--- config.mk ---
export PLATFORM = sky130hd
export DESIGN_NAME = transport_handshake_table
export DESIGN_NICKNAME = d
export VERILOG_FILES = /design/src/rtl/tht_pkg.sv /design/src/rtl/transport_handshake_table.sv
export SDC_FILE = /design/constraint.sdc
export NUM_CORES = 1
export LEC_CHECK = 0
export ABC_AREA = 1
export BUFFER_PORTS_ARGS = -buffer_cell sky130_fd_sc_hd__buf_2
export CORE_ASPECT_RATIO = 1.4
export CORE_UTILIZATION = 60
export CTS_CLUSTER_SIZE = 16
export DETAILED_ROUTE_END_ITERATION = 12
export PLACE_DENSITY = 0.83
export SLEW_MARGIN = 20
export SYNTH_ARGS = -nofsm -noshare
export SYNTH_HDL_FRONTEND = slang
export SYNTH_SLANG_ARGS = --single-unit
--- constraint.sdc ---
create_clock -name clk -period 15.3 [get_ports clk]
set_clock_uncertainty 0.2 [all_clocks]
set_input_delay 3.825 -clock clk [delete_from_list [all_inputs] [get_ports clk]]
set_output_delay 3.825 -clock clk [all_outputs]
set_load 0.01 [all_outputs]
--- src/rtl/tht_pkg.sv ---
package tht_pkg;

  localparam logic [2:0] ACT_CREATE     = 3'd0;
  localparam logic [2:0] ACT_CONNECT    = 3'd1;
  localparam logic [2:0] ACT_DISCONNECT = 3'd2;
  localparam logic [2:0] ACT_CLOSE      = 3'd3;
  localparam logic [2:0] ACT_SEGMENT    = 3'd4;
  localparam logic [2:0] ACT_TICK       = 3'd5;

  localparam logic [2:0] SEG_SYNACK = 3'd1;
  localparam logic [2:0] SEG_FINACK = 3'd3;

  localparam logic [1:0] OSEG_SYN = 2'd0;
  localparam logic [1:0] OSEG_FIN = 2'd2;

  localparam logic [1:0] KIND_REPLY = 2'd0;
  localparam logic [1:0] KIND_SEG   = 2'd1;
  localparam logic [1:0] KIND_EVENT = 2'd2;

  localparam logic [2:0] STAT_OK        = 3'd0;
  localparam logic [2:0] STAT_PENDING   = 3'd1;
  localparam logic [2:0] STAT_ERROR     = 3'd2;
  localparam logic [2:0] STAT_CONNECTED = 3'd3;
  localparam logic [2:0] STAT_CLOSED    = 3'd4;
  localparam logic [2:0] STAT_FAILED    = 3'd5;

  localparam logic [1:0] ST_CLOSED    = 2'd0;
  localparam logic [1:0] ST_SYNSENT   = 2'd1;
  localparam logic [1:0] ST_CONNECTED = 2'd2;
  localparam logic [1:0] ST_FINWAIT   = 2'd3;

  localparam logic [1:0] REG_SYN_TIMEOUT = 2'd0;
  localparam logic [1:0] REG_SYN_LIMIT   = 2'd1;
  localparam logic [1:0] REG_FIN_TIMEOUT = 2'd2;
  localparam logic [1:0] REG_FIN_LIMIT   = 2'd3;

  typedef struct packed {
    logic [2:0]  action;
    logic [2:0]  sock_id;
    logic [15:0] local_port;
    logic [15:0] remote_port;
    logic [2:0]  seg_type;
    logic [15:0] seg_dest_port;
  } req_t;

  typedef struct packed {
    logic [1:0]  kind;
    logic [2:0]  status;
    logic [2:0]  slot;
    logic [1:0]  out_seg_type;
    logic [15:0] out_src_port;
    logic [15:0] out_dest_port;
    logic [1:0]  conn_state;
    logic        last;
  } rsp_t;

  typedef struct packed {
    logic [15:0] local_port;
    logic [15:0] remote_port;
    logic [1:0]  state;
    logic [3:0]  tries;
    logic [15:0] timer;
  } ent_t;

  typedef enum logic [1:0] {
    S_IDLE,
    S_ISSUE,
    S_EXEC,
    S_FLUSH
  } fsm_t;

endpackage

--- src/rtl/transport_handshake_table.sv ---
// Client connection table with SYN / FIN handshake control.
// Request channel (req_valid / req_stall / req) carries one command:
// create, connect, disconnect, close, received segment or tick.
// Response channel (rsp_valid / rsp_stall / rsp) returns zero or more
// results per request; the final one has last set.
// Config port: cfg_wr_en writes cfg_data to register cfg_index
// (timeouts and retry limits); writing only while the block is idle is
// the user's duty, as the block does not enforce it. Entry records sit in
// a single-port-write, registered-read memory; valid bits are flip-flops.
// One request is handled at a time: connect and disconnect load their
// segment from the execute state, create and close their reply from the
// hold register in the flush state. Segment lookup and tick walk the
// entries one per cycle, paced by the single memory read port. A result
// waits in the output register while the next one is staged in a hold
// register; a stalled receiver pauses the walk.
// Reset clears all valid bits and loads the register defaults
// (timeouts 1000, limits 5); no clearing pass is needed.
module transport_handshake_table
  import tht_pkg::*;
#(
  parameter int MAX_CONNS = 8
) (
  input  logic        clk,
  input  logic        rst,
  input  logic        req_valid,
  output logic        req_stall,
  input  req_t        req,
  output logic        rsp_valid,
  input  logic        rsp_stall,
  output rsp_t        rsp,
  input  logic        cfg_wr_en,
  input  logic [1:0]  cfg_index,
  input  logic [15:0] cfg_data
);

  localparam int USABLE = (MAX_CONNS < 8) ? MAX_CONNS : 8;
  localparam int AW = (USABLE > 1) ? $clog2(USABLE) : 1;
  localparam int CW = $clog2(USABLE + 1);

  logic [15:0] syn_tmo, fin_tmo;
  logic [3:0]  syn_lim, fin_lim;

  fsm_t state, state_next;
  req_t cmd;
  logic [CW-1:0] idx;
  logic [USABLE-1:0] valid, valid_next;
  rsp_t hold;
  logic hold_v;
  rsp_t hold_last;
  logic rsp_load;

  ent_t mem [USABLE];
  ent_t ent;
  logic [AW-1:0] rd_addr, wr_addr;
  logic wr_en;
  ent_t wr_data;

  logic accept, out_free, advance, done, at_last;
  logic r1_v, r2_v;
  rsp_t r1, r2;
  logic [CW-1:0] idx_next;

  assign accept   = req_valid && !req_stall;
  assign out_free = !rsp_valid || !rsp_stall;
  assign at_last  = idx == CW'(USABLE - 1);
  assign idx_next = idx + CW'(1);
  assign advance  = (state == S_EXEC) && out_free && !done;
  assign rd_addr  = advance ? AW'(idx_next) : AW'(idx);

  always_ff @(posedge clk) begin
    if (rst) begin
      syn_tmo <= 16'd1000;
      syn_lim <= 4'd5;
      fin_tmo <= 16'd1000;
      fin_lim <= 4'd5;
    end else if (cfg_wr_en) begin
      case (cfg_index)
        REG_SYN_TIMEOUT: syn_tmo <= cfg_data;
        REG_SYN_LIMIT:   syn_lim <= cfg_data[3:0];
        REG_FIN_TIMEOUT: fin_tmo <= cfg_data;
        REG_FIN_LIMIT:   fin_lim <= cfg_data[3:0];
        default:         ;
      endcase
    end
  end

  always_ff @(posedge clk) begin
    if (wr_en) mem[wr_addr] <= wr_data;
    ent <= mem[rd_addr];
  end

  always_comb begin
    state_next = state;
    case (state)
      S_IDLE:  if (accept) state_next = S_ISSUE;
      S_ISSUE: state_next = S_EXEC;
      S_EXEC:  if (out_free && done) state_next = S_FLUSH;
      S_FLUSH: if (!hold_v || out_free) state_next = S_IDLE;
      default: state_next = S_IDLE;
    endcase
  end

  assign req_stall = state != S_IDLE;

  // one entry is examined per cycle while the receiver is not stalled;
  // results go through the hold register so the final one can be marked last
  always_comb begin
    logic [AW-1:0] free_idx;
    logic          free_hit;
    logic          ok_slot;
    logic          syn, fin;
    r1_v = 1'b0;
    r2_v = 1'b0;
    r1 = '0;
    r2 = '0;
    wr_en = 1'b0;
    wr_addr = AW'(idx);
    wr_data = ent;
    valid_next = valid;
    done = 1'b1;
    free_idx = '0;
    free_hit = 1'b0;
    for (int i = USABLE - 1; i >= 0; i--) begin
      if (!valid[i]) begin
        free_idx = AW'(i);
        free_hit = 1'b1;
      end
    end
    ok_slot = (32'(cmd.sock_id) < USABLE) && valid[AW'(idx)];
    syn = ent.state == ST_SYNSENT;
    fin = ent.state == ST_FINWAIT;
    if (state == S_EXEC && out_free) begin
      case (cmd.action)
        ACT_CREATE: begin
          r1_v = 1'b1;
          r1.kind = KIND_REPLY;
          if (free_hit) begin
            wr_en = 1'b1;
            wr_addr = free_idx;
            wr_data = '{local_port: cmd.local_port, remote_port: '0,
                        state: ST_CLOSED, tries: '0, timer: '0};
            valid_next[free_idx] = 1'b1;
            r1.status = STAT_OK;
            r1.slot = 3'(free_idx);
          end else begin
            r1.status = STAT_ERROR;
          end
        end
        ACT_CONNECT, ACT_DISCONNECT, ACT_CLOSE: begin
          r1_v = 1'b1;
          r1.kind = KIND_REPLY;
          r1.slot = cmd.sock_id;
          r1.status = STAT_ERROR;
          if (ok_slot) begin
            r1.conn_state = ent.state;
            if (cmd.action == ACT_CONNECT && ent.state == ST_CLOSED) begin
              wr_en = 1'b1;
              wr_data.remote_port = cmd.remote_port;
              wr_data.state = ST_SYNSENT;
              wr_data.tries = 4'd1;
              wr_data.timer = syn_tmo;
              r1 = '{kind: KIND_SEG, status: STAT_PENDING, slot: cmd.sock_id,
                     out_seg_type: OSEG_SYN, out_src_port: ent.local_port,
                     out_dest_port: cmd.remote_port, conn_state: ST_SYNSENT,
                     last: 1'b0};
              r2_v = 1'b1;
              r2.kind = KIND_REPLY;
              r2.status = STAT_PENDING;
              r2.slot = cmd.sock_id;
              r2.conn_state = ST_SYNSENT;
            end else if (cmd.action == ACT_DISCONNECT &&
                         ent.state == ST_CONNECTED) begin
              wr_en = 1'b1;
              wr_data.state = ST_FINWAIT;
              wr_data.tries = 4'd1;
              wr_data.timer = fin_tmo;
              r1 = '{kind: KIND_SEG, status: STAT_PENDING, slot: cmd.sock_id,
                     out_seg_type: OSEG_FIN, out_src_port: ent.local_port,
                     out_dest_port: ent.remote_port, conn_state: ST_FINWAIT,
                     last: 1'b0};
              r2_v = 1'b1;
              r2.kind = KIND_REPLY;
              r2.status = STAT_PENDING;
              r2.slot = cmd.sock_id;
              r2.conn_state = ST_FINWAIT;
            end else if (cmd.action == ACT_CLOSE && ent.state == ST_CLOSED) begin
              valid_next[AW'(idx)] = 1'b0;
              r1.status = STAT_OK;
            end
          end
        end
        ACT_SEGMENT: begin
          if (valid[AW'(idx)] && ent.local_port == cmd.seg_dest_port) begin
            r1.kind = KIND_EVENT;
            r1.slot = 3'(idx);
            if (cmd.seg_type == SEG_SYNACK && syn) begin
              r1_v = 1'b1;
              r1.status = STAT_CONNECTED;
              r1.conn_state = ST_CONNECTED;
              wr_en = 1'b1;
              wr_data.state = ST_CONNECTED;
            end else if (cmd.seg_type == SEG_FINACK && fin) begin
              r1_v = 1'b1;
              r1.status = STAT_CLOSED;
              r1.conn_state = ST_CLOSED;
              wr_en = 1'b1;
              wr_data.state = ST_CLOSED;
            end
          end else begin
            done = at_last;
          end
        end
        ACT_TICK: begin
          done = at_last;
          if (valid[AW'(idx)] && (syn || fin)) begin
            wr_en = 1'b1;
            if (ent.timer > 16'd1) begin
              wr_data.timer = ent.timer - 16'd1;
            end else if (ent.tries < (syn ? syn_lim : fin_lim)) begin
              wr_data.tries = ent.tries + 4'd1;
              wr_data.timer = syn ? syn_tmo : fin_tmo;
              r1_v = 1'b1;
              r1 = '{kind: KIND_SEG, status: STAT_PENDING, slot: 3'(idx),
                     out_seg_type: syn ? OSEG_SYN : OSEG_FIN,
                     out_src_port: ent.local_port, out_dest_port: ent.remote_port,
                     conn_state: ent.state, last: 1'b0};
            end else begin
              wr_data.state = ST_CLOSED;
              wr_data.timer = '0;
              r1_v = 1'b1;
              r1.kind = KIND_EVENT;
              r1.status = STAT_FAILED;
              r1.slot = 3'(idx);
              r1.conn_state = ST_CLOSED;
            end
          end
        end
        default: ;
      endcase
    end
  end

  always_comb begin
    hold_last = hold;
    hold_last.last = 1'b1;
  end

  assign rsp_load = (state == S_EXEC && out_free && r1_v && (r2_v || hold_v)) ||
                    (state == S_FLUSH && hold_v && out_free);

  always_ff @(posedge clk) begin
    if (rst) begin
      state <= S_IDLE;
      valid <= '0;
      hold_v <= 1'b0;
      rsp_valid <= 1'b0;
    end else begin
      state <= state_next;
      valid <= valid_next;
      if (rsp_load) begin
        rsp_valid <= 1'b1;
      end else if (out_free) begin
        rsp_valid <= 1'b0;
      end
      if (state == S_EXEC && out_free) begin
        if (r1_v && r2_v) begin
          rsp <= r1;
          hold <= r2;
          hold_v <= 1'b1;
        end else if (r1_v) begin
          if (hold_v) begin
            rsp <= hold;
          end
          hold <= r1;
          hold_v <= 1'b1;
        end
      end
      if (state == S_FLUSH && hold_v && out_free) begin
        rsp <= hold_last;
        hold_v <= 1'b0;
      end
    end
  end

  always_ff @(posedge clk) begin
    if (accept) begin
      cmd <= req;
      if ((req.action == ACT_CONNECT || req.action == ACT_DISCONNECT ||
           req.action == ACT_CLOSE) && 32'(req.sock_id) < USABLE) begin
        idx <= CW'(req.sock_id);
      end else begin
        idx <= '0;
      end
    end else if (advance) begin
      idx <= idx_next;
    end
  end

  a_idle_no_hold: assert property (@(posedge clk) disable iff (rst)
    state == S_IDLE |-> !hold_v)
    else $error("hold register occupied while idle");

  a_issue_exec: assert property (@(posedge clk) disable iff (rst)
    state == S_ISSUE |=> state == S_EXEC)
    else $error("read issue not followed by execute");

  a_idx_range: assert property (@(posedge clk) disable iff (rst)
    state == S_EXEC |-> 32'(idx) < USABLE)
    else $error("entry index out of range");

  a_valid_step: assert property (@(posedge clk) disable iff (rst)
    state != S_EXEC |=> $stable(valid))
    else $error("valid bits changed outside execute");

endmodule
==> results by stage <==
GRT:
- The first global-routing pass estimated 127000 um of wire.
- In the global route stage, overall resource usage came out at 0.312.
- The number of global-route vias before repair is 23600.
- Entering global routing, the biggest net connects 97 pins.
- The overflow left after global routing is 0.
- The number of antenna violations at the first check in global routing is 2.

Clocking:
- Clock tree synthesis inserted a total of 61 buffers.
- Clock tree synthesis selected as its root buffer the cell clkbuf_16.
- The tree built by TritonCTS fans out to a little under 700 sinks.
- The maximum clock insertion buffer count is 3.
- TritonCTS built the clock tree.
- After clock tree synthesis, the clock-pin slew on the worst setup and hold paths is ~0.070 ns.
- The number of buffers inserted by hold repair at cts is 0.
- The H-tree was split into 2 levels.
- The number of post-CTS setup repair buffers is 0.
- After clock tree synthesis, the repair step resized 0 gates.
- The clock reaches the later pin of the worst-skew pair after 0.65 ns.

Routing:
- The uppermost metal layer occupied by signal nets is met5.
- Detailed routing placed a total of 7450 um of wire on met3.
- After detailed routing, the met2 layer carries 41600 um of wire.
- After detailed routing, the number of remaining DRC violations is 0.
- In this run, the number of DRC markers left after iteration 0 of detailed routing was around 2700.
- The routed metal-1 wire length is 28200 um.
- Dividing the detail-routed via count by the number of cells gives 5.86.
- For this block, the routed nets add up to 81900 um of wire.
- The number of search-and-repair iterations in the first detailed-routing pass is 6.
- Once detail routing completed, the nets flagged for antenna violations numbered 0.
- The vias after detailed routing is approximately 24000.
- The final routed wire length divided by cell count is slightly above 20 um.

Timing:
- Setup repair after global routing left no endpoint under its margin.
- The max-slew headroom at the worst pin is 0.185.
- Setup slack closes at 7.70 ns.
- After layout, the minimum clock period comes to about 7.6 ns.
- The total setup violations reported at the end of the flow is 0.
- The measured slew at the worst slew-check pin is 1.22 ns.
- In the final timing run, aggregate negative setup slack is 0 ns.
- Static timing analysis puts the maximum clock frequency at 0.132 GHz.
- The number of endpoints with negative hold slack in the final report is 0.
- The max-slew violation count is 0.
- The final period utilization is 0.497.

Pwr:
- The overall power consumption is between 6000 and 7000 uW.
- The analysis attributes to cell leakage a power of 0.0150 uW.
- The power per unit of standard cell area is 178 nW/um^2.
- VDD sags by at most roughly 0.12 mV.

Layout:
- The utilization after layout is 0.671.
- The post-layout instance count excluding filler cells is approximately 4000.
- In the final layout, the multi-input gates occupy around 8700 um^2.
- In the layout the commonest cells are nand2_1 (754), inv_1 (582), edfxtp_1 (580).
- The most frequent standard cell in the layout excluding fill and tap cells is nand2_1.
- The fill cell instance count of the final layout is between 3000 and 4000.
- The number of nets in the finished design is 3429.
- The share of cells above drive strength 1 is 0.0941.
- The sequential cell area is 19500 um^2.
- Relative to the synthesized area, the layout overhead comes to 10.3%.

Setup path:
- The worst setup slack for register-to-register paths is 10.08 ns.
- The kind of launch point of the worst setup path is an input pin.
- The highest fanout seen on the critical path is 28.
- The endpoint identified for the worst register-to-register timing path is mem[5][50].
- The critical path endpoint category is a flip-flop.
- STA puts the critical path data required time at approximately 15 ns.
- The launch point of the worst reg-to-reg path is idx[0].
- For the worst setup path, the data arrival time is roughly 7.7 ns.
- The critical path starts at rsp_stall.
- The critical path is of the input pin to flip-flop type.
- The critical path ends at mem[5][50].
- The worst register-to-register path has a depth of 13.

Yosys:
- The synthesized design contains between 600 and 700 register bits.
- For this run, the register share of the synthesized area comes to 0.628.
- The synthesized netlist net count is approximately 3400.
- The gate count after technology mapping is 3286.
- Yosys mapped a number of flops with a built-in enable equal to 580.
- Of the post-synthesis cell area, the dominant cell type holds 0.560.
- The number of different library cells in the post-synthesis netlist is 45.
- After synthesis the cells add up to between 30000 and 40000 um^2.
- Yosys attributes the largest share of cell area to edfxtp_1 (56%), nand2_1 (9.1%), nand3_1 (8.8%), inv_1 (7.0%), dfxtp_1 (6.8%).
- The post-synthesis average cell area is 9.47 um^2.
- The Yosys step of the flow raised 0 warnings.
- For this run, the leading register cell type out of synthesis is edfxtp_1.
- The post-synthesis async set-or-reset flop share is 0.
- The largest area contributor in the synthesized netlist is edfxtp_1.

Die:
- The initialized floorplan defines 98 standard-cell rows.
- The overall die height is between 200 and 300 um.
- The die is between 150 and 200 um wide.
- The initial utilization of the core area, before any placement, comes to 0.609.
- The floorplan step defined a die boundary enclosing 52800 um^2.
- Pin placement for this block handled ~130 I/O pins.
- The region available for standard cell placement spans 51100 um^2.

Outcome:
- The flow ran to the end, and the final reports show no timing, DRC or antenna violations.

Placed design:
- The number of I/O port buffers is about 130.
- The total half-perimeter wirelength after legalization and detailed placement is 47300 um.
- Prior to clock tree synthesis, the placed netlist has a worst setup slack of 7.16 ns.
- The cell count after placement is 3925.
- At the end of routability-driven placement, the weighted congestion stood at between 0.9 and 1.

Hold path:
- The type of the worst min-delay path is flip-flop to flip-flop.

Run:
- The number of max-cap violations is 0.
==> sequential cells by signal, indices dropped and copies added, names as in the netlist, 2 cells and up <==
register  flops
idx           4
ent          54
syn_tmo      16
state         2
rsp          44
fin_lim       4
valid         8
mem         432
cmd          57
syn_lim       4
hold         43
fin_tmo      16
==> cell type report <==
type | instances | area share
antenna | 1 | 0.0000729
sequential | 686 | 0.569
clock inverter | 38 | 0.0137
clock buffer | 78 | 0.0497
tap | 650 | 0.0237
inverter | 595 | 0.0651
timing repair buffer | 156 | 0.0250
multi-input combinational | 1838 | 0.253
==> routing by layer <==
metal  up-vias  global-route usage
li1      10900                   -
met1     11000               0.360
met2      1453               0.546
met3       312              0.0491
met4         2               0.190
met5         -                   0
==> logic make-up after synthesis <==
| group | after synthesis | share of synthesized area |
|---|---|---|
| AOI/OAI and AO/OA | 309 | 0.0559 |
| xor gates and xnor gates | 16 | 0.00450 |
| adders and majority gates | 11 | 0.00442 |
| buffers and inverters | 762 | 0.0973 |
| DFF | 686 | 0.628 |
| muxes | 3 | 0.000965 |
| other | 1 | 0.000121 |
| and+or+nand+nor | 1498 | 0.209 |
==> power breakdown <==
group          total, uW  internal [uW]  leakage [uW]  switching (uW)
Combinational       1880            478       0.00778            1410
Sequential          2590           2420       0.00616             169
Clock               1650            961       0.00108             691
Total               6120           3860        0.0150            2270
==> how the worst min path moves through the flow <==
stage,from,endpoint,slack (ns),depth (start not counted)
after CTS,fin_lim[1],fin_lim[1],0.27,2
after detailed placement,fin_lim[1],fin_lim[1],0.25,2
after global placement,fin_lim[0],fin_lim[0],0.24,2
after global routing,syn_tmo[9],syn_tmo[9],0.31,2
after floorplan,fin_lim[0],fin_lim[0],0.22,2
final,fin_lim[0],fin_lim[0],0.27,2
==> synth_stat cells, types with 7 or more instances <==
master,instances
a21oi_1,57
buf_1,13
buf_2,67
buf_4,14
clkbuf_1,69
dfxtp_1,106
edfxtp_1,580
ha_1,11
inv_1,584
inv_2,7
nand2_1,754
nand2_2,8
nand3_1,550
nand4_1,15
nor2_1,133
nor3_1,11
o211ai_1,13
o21ai_0,166
o21ai_1,10
o221ai_1,20
o22ai_1,25
or2_2,14
xnor2_1,12
==> critical path, stage by stage <==
cell     delay (ns)
buf_2          0.10
nand2_1        0.14
nand2_1        0.32
nor2_2         0.19
buf_4          0.35
inv_1          0.45
o21ai_0        0.37
nand3_1        0.36
nor2_4         0.96
buf_4          0.56
==> through the flow <==
stage | area (um^2) | hold slack (ns)
2_1_floorplan | 31100 | 0.224
3_3_place_gp | 32100 | 0.238
3_5_place_dp | 32100 | 0.245
4_1_cts | 34300 | 0.268
5_1_grt | 34300 | 0.305
6_report | 34300 | 0.268
Power figures use the tool's default switching activity.
